===== src/rtl/pmoi_pkg.sv =====
// ----------------------------------------------------------------------------
// Polygon moment of inertia package
// Payload types, controller commands and fixed widths shared by the block.
// ----------------------------------------------------------------------------
package pmoi_pkg;

	localparam int CoordW = 16;
	localparam int NumW = 54;
	localparam int DenW = 38;
	localparam int MassW = 32;
	localparam int InertiaW = 48;
	localparam int ProdW = NumW + MassW;
	localparam int DivW = DenW + 3;

	localparam logic [1:0] STATUS_OK = 2'd0;
	localparam logic [1:0] STATUS_ZERO_AREA = 2'd1;
	localparam logic [1:0] STATUS_SATURATED = 2'd2;

	typedef struct packed {
		logic signed [CoordW-1:0] vertex_x;
		logic signed [CoordW-1:0] vertex_y;
		logic last_vertex;
	} vertex_word_t;

	typedef struct packed {
		logic [InertiaW-1:0] inertia;
		logic [1:0] status;
	} result_word_t;

	typedef struct packed {
		logic load_vertex;
		logic load_first;
		logic edge_open;
		logic edge_close;
		logic [2:0] step;
		logic clear;
		logic mul_start;
		logic div_start;
		logic div_step;
	} pmoi_cmd_t;

	typedef struct packed {
		logic den_zero;
		logic div_done;
	} pmoi_stat_t;

endpackage


===== src/rtl/pmoi_ctrl.sv =====
// ----------------------------------------------------------------------------
// Polygon moment of inertia controller
// Sequences the per-edge steps, the final product and the divider.
// ----------------------------------------------------------------------------
module pmoi_ctrl #(
	parameter int MAX_VERTICES = 64
) (
	input logic clk,
	input logic arst_n,
	input logic in_valid,
	output logic in_stall,
	input logic in_last,
	output logic out_valid,
	input logic out_stall,
	output pmoi_pkg::pmoi_cmd_t cmd,
	input pmoi_pkg::pmoi_stat_t stat
);
	import pmoi_pkg::*;

	localparam logic [2:0] S_IDLE = 3'd0;
	localparam logic [2:0] S_EDGE = 3'd1;
	localparam logic [2:0] S_MUL = 3'd2;
	localparam logic [2:0] S_DIV = 3'd3;
	localparam logic [2:0] S_OUT = 3'd4;
	localparam int CntW = 7;

	logic [2:0] state_q;
	logic [2:0] step_q;
	logic closing_q, last_q;
	logic [CntW-1:0] vcnt_q;
	logic acc, open_edge;

	assign in_stall = (state_q != S_IDLE);
	assign acc = in_valid && !in_stall;
	assign open_edge = acc && vcnt_q != '0 && vcnt_q < CntW'(MAX_VERTICES);
	assign out_valid = (state_q == S_OUT);

	always_comb begin
		cmd = '0;
		cmd.step = 3'd7;
		cmd.load_first = acc && vcnt_q == '0;
		cmd.load_vertex = acc && (vcnt_q == '0 || open_edge);
		cmd.edge_open = open_edge;
		cmd.edge_close = acc && !open_edge && in_last;
		if (state_q == S_EDGE) cmd.step = step_q;
		if (state_q == S_EDGE && step_q == 3'd6 && !closing_q && last_q)
			cmd.edge_close = 1'b1;
		cmd.mul_start = state_q == S_MUL;
		cmd.div_start = state_q == S_MUL;
		cmd.div_step = state_q == S_DIV;
		cmd.clear = out_valid && !out_stall;
	end

	always_ff @(posedge clk or negedge arst_n) begin
		if (!arst_n) begin
			state_q <= S_IDLE;
			step_q <= '0;
			closing_q <= 1'b0;
			last_q <= 1'b0;
			vcnt_q <= '0;
		end else begin
			case (state_q)
				S_IDLE: if (acc) begin
					last_q <= in_last;
					if (vcnt_q == '0) vcnt_q <= CntW'(1);
					else if (open_edge) vcnt_q <= vcnt_q + 1'b1;
					if (open_edge || (in_last && vcnt_q != '0)) begin
						state_q <= S_EDGE;
						step_q <= '0;
						closing_q <= !open_edge;
					end else if (in_last) begin
						state_q <= S_MUL;
					end
				end
				S_EDGE: begin
					if (step_q == 3'd6) begin
						if (!closing_q && last_q) begin
							closing_q <= 1'b1;
							step_q <= '0;
						end else if (closing_q) state_q <= S_MUL;
						else state_q <= S_IDLE;
					end else step_q <= step_q + 1'b1;
				end
				S_MUL: state_q <= stat.den_zero ? S_OUT : S_DIV;
				S_DIV: if (stat.div_done) state_q <= S_OUT;
				S_OUT: if (!out_stall) begin
					state_q <= S_IDLE;
					vcnt_q <= '0;
				end
				default: state_q <= S_IDLE;
			endcase
		end
	end

	a_stall_busy: assert property (@(posedge clk) disable iff (!arst_n)
		out_valid |-> in_stall) else $error("input taken while result pending");
	a_hold: assert property (@(posedge clk) disable iff (!arst_n)
		out_valid && out_stall |=> out_valid) else $error("result dropped");
	a_cnt: assert property (@(posedge clk) disable iff (!arst_n)
		vcnt_q <= CntW'(MAX_VERTICES)) else $error("vertex count overflow");

endmodule


===== config.mk =====
export PLATFORM = sky130hd
export DESIGN_NAME = pmoi_ctrl
export DESIGN_NICKNAME = d
export VERILOG_FILES = /design/src/rtl/pmoi_pkg.sv /design/src/rtl/pmoi_ctrl.sv
export SDC_FILE = /design/constraint.sdc
export NUM_CORES = 1
export LEC_CHECK = 0
export BUFFER_PORTS_ARGS = -buffer_cell sky130_fd_sc_hd__clkbuf_2
export CAP_MARGIN = 20
export CELL_PAD_IN_SITES_DETAIL_PLACEMENT = 0
export CELL_PAD_IN_SITES_GLOBAL_PLACEMENT = 1
export CORE_MARGIN = 2
export CORE_UTILIZATION = 44
export DETAILED_ROUTE_END_ITERATION = 8
export PLACE_DENSITY_LB_ADDON = 0.1
export SKIP_LAST_GASP = 1
export SLEW_MARGIN = 20
export SYNTH_ARGS = -nofsm -noshare
export SYNTH_HDL_FRONTEND = slang
export SYNTH_SLANG_ARGS = --single-unit

===== constraint.sdc =====
create_clock -name clk -period 2.6 [get_ports clk]
set_clock_uncertainty 0.1 [all_clocks]
set_input_delay 0.13 -clock clk [delete_from_list [all_inputs] [get_ports clk]]
set_output_delay 0.13 -clock clk [all_outputs]
set_load 0.03 [all_outputs]

==> flow_metrics.env <==
export IMPL_outcome="finished clean"
export IMPL_crit_slowest_cell="or4_4"
export IMPL_hold_path_class="in2reg"
export IMPL_grt_overflow_total=0
export IMPL_clk_path_buf_depth=2
export IMPL_antenna_found_initial=0
export IMPL_areaGrowthSynthToFinish_pct=12.4
export IMPL_totalWireLength_um=2470
export IMPL_layout_drive_gt1_share_pct=25.0
export IMPL_drv_cap=0
export IMPL_place_congestion=0.751
export IMPL_io_buffers=19
export IMPL_synth_area_mm2=0.00109
export IMPL_critPathLaunchType="flip-flop"
export IMPL_grt_pass1_vias=885
export IMPL_row_count=18
export IMPL_grt_max_degree=16
export IMPL_rsz0062_at_grt="no"
export IMPL_dieHeight_um=53.8
export IMPL_synthArstFlopShare_pct=100
export IMPL_post_cts_setup_buffer_count=0
export IMPL_path_clk_slew_ps=110
export IMPL_synth_ff_type="dfrtp_1"
export IMPL_dp_hpwl_um=1820
export IMPL_p_per_area_mw_per_mm2=1260
export IMPL_avgRoutedWirePerCell_um=14.9
export IMPL_p_leak_nw=0.580
export IMPL_synth_edff_count=0
export IMPL_period_needed_ps=2390
export IMPL_cp_arrival_ps=2160
export IMPL_drtPass1Iterations=3
export IMPL_cp_max_fo=7
export IMPL_finalNetCount=146
export IMPL_drtIter0Drc=11
export IMPL_num_vias=969
export IMPL_syn_num_nets=126
export IMPL_synth_seq_cells=15
export IMPL_cts_htree_levels=1
export IMPL_syn_area_per_cell_um2=9.33
export IMPL_cp_cell_sequence="or4_4, o21ai_4, nor2_2, o22ai_1, clkbuf_2"
export IMPL_track_usage_pct=19.4
export IMPL_tightest_slew_ps=443
export IMPL_path_class="reg2out"
export IMPL_setup_viol=0
export IMPL_synth_distinct_cells=46
export IMPL_slew_violations=0
export IMPL_post_route_drc_count=0
export IMPL_core_area_mm2=0.00241
export IMPL_instances_no_fill=166
export IMPL_r2r_setup_slack_ps=540
export IMPL_cts_buffers=3
export IMPL_yosysWarnings=0
export IMPL_drt_antenna_violating_nets=0
export IMPL_fp_dieW_um=53.8
export IMPL_netlist_instances=117
export IMPL_fmax_ghz=0.419
export IMPL_vias_per_cell=5.84
export IMPL_ys_seq_area_share_pct=34.4
export IMPL_initial_core_util_pct=45.3
export IMPL_cts_sinks=15
export IMPL_final_hold_violation_count=0
export IMPL_fin_setup_tns_ps=0
export IMPL_period_share_pct=91.9
export IMPL_ir_drop_uv=701
export IMPL_slowest_delay_ps=610
export IMPL_io_pins=20
export IMPL_num_antenna_cells=0
export IMPL_maxSlewHeadroom_pct=70.4
export IMPL_grt_pass1_wl_um=4070
export IMPL_cts_tree="yes"
export IMPL_clk_latency_ps=300
export IMPL_worst_endpoint_required_ps=2370
export IMPL_critPathCaptureType="output port"
export IMPL_root_buffer="clkbuf_4"
export IMPL_dp_cells=161
export IMPL_die_area_mm2=0.00289
state kept, by name (all words and copies together) (netlist names):
| signal | flops |
|---|---|
| vcnt_q | 7 |
| state_q | 3 |
| step_q | 3 |
| closing_q | 1 |
| last_q | 1 |
synth_stat cells (2+ instances only):
cell / count / area (um2)
a22o_1: 6 / 52.6
nor3_1: 2 / 10.0
ha_1: 2 / 25.0
nand2b_1: 4 / 25.0
o21ai_1: 5 / 25.0
dfrtp_1: 15 / 375
nand2_1: 6 / 22.5
and3_1: 7 / 43.8
inv_1: 11 / 41.3
nor2_1: 3 / 11.3
buf_4: 2 / 15.0
o22ai_1: 3 / 18.8
nor2b_1: 6 / 37.5
o21ai_0: 5 / 25.0
a21oi_1: 5 / 25.0
nand3_1: 3 / 15.0
a31oi_1: 3 / 18.8
final timing paths:
check | start | end | cells after the start
worst min register to register | step_q[0] | step_q[0] | 1
min in group asynchronous | arst_n | vcnt_q[2] | 2
worst min-delay path | in_last | last_q | 3
worst max register to register | state_q[1] | state_q[0] | 5
max in group asynchronous | arst_n | vcnt_q[6] | 2
worst max-delay path | vcnt_q[4] | cmd[7] | 5
per-layer routing:
metal  global-route usage [%]  routed length [um]  up-vias
met1                     26.2                1220      471
met5                        0                   0        -
li1                         -                   -      477
met4                     7.69                  34        0
met2                     30.9                1140       17
met3                     3.06                  75        4
through the flow:
| step | area, um2 | setup slack, ps | total power [W] | hold WS (ps) | utilization, % |
|---|---|---|---|---|---|
| detailed placement | 1190 | 535 | 0.00141 | -15.4 | 49.3 |
| CTS | 1230 | 200 | 0.00156 | 46.9 | 50.9 |
| global placement | 1190 | 561 | 0.00140 | -31.7 | 49.3 |
| floorplan | 1090 | 426 | 0.00122 | -266 | - |
| finish | 1230 | 211 | 0.00155 | 44.4 | 50.9 |
| global route | 1230 | 117 | 0.00167 | 67.1 | 50.9 |
layout make-up:
class | count | area, um2
clock buffer | 3 | 22.5
clock inverter | 1 | 5.00
fill | 253 | 1180
inverter | 11 | 41.3
multi-input combinational | 86 | 639
sequential | 15 | 375
tap | 30 | 37.5
timing repair buffer | 20 | 105
cell families after synthesis:
kind of cell	Yosys count	share of synthesized area (%)
AO/OA/AOI/OAI	41	29.7
adder cells (fa/ha/maj)	2	2.29
multiplexers	1	1.38
AND/OR/NAND/NOR	42	25.2
flip-flops	15	34.4
buffers and inverters	16	6.99
placed cells by master, fill, tap and decap left out, drive strengths merged, types with 2 or more instances in the layout:
cell type / count
o21ai: 12
a2111oi: 2
a22o: 6
nor3: 3
o22ai: 4
nor2b: 6
ha: 2
inv: 11
nand2: 6
a21oi: 5
nor2: 4
clkbuf: 22
dfrtp: 15
or3b: 2
nand3: 3
a31oi: 3
and3: 7
nand2b: 4
critical path, delay by kind of cell, from the launching register on:
family | cells | cell delay (ps)
simple gates | 2 | 740
flops | 1 | 450
compound gates | 2 | 440
buf+inv | 1 | 230
power by group:
| part | switching (W) | internal [W] | total (W) |
|---|---|---|---|
| sequential | 0.000142 | 0.000320 | 0.000462 |
| clock | 0.0000870 | 0.0000573 | 0.000144 |
| combinational | 0.000571 | 0.000369 | 0.000940 |
repair_timing:
| action | in CTS | in global routing |
|---|---|---|
| hold endpoints to repair | 15 | 0 |
| gates resized for setup | 0 | 0 |
| hold buffers | 1 | 0 |
Power figures use the tool's default switching activity.
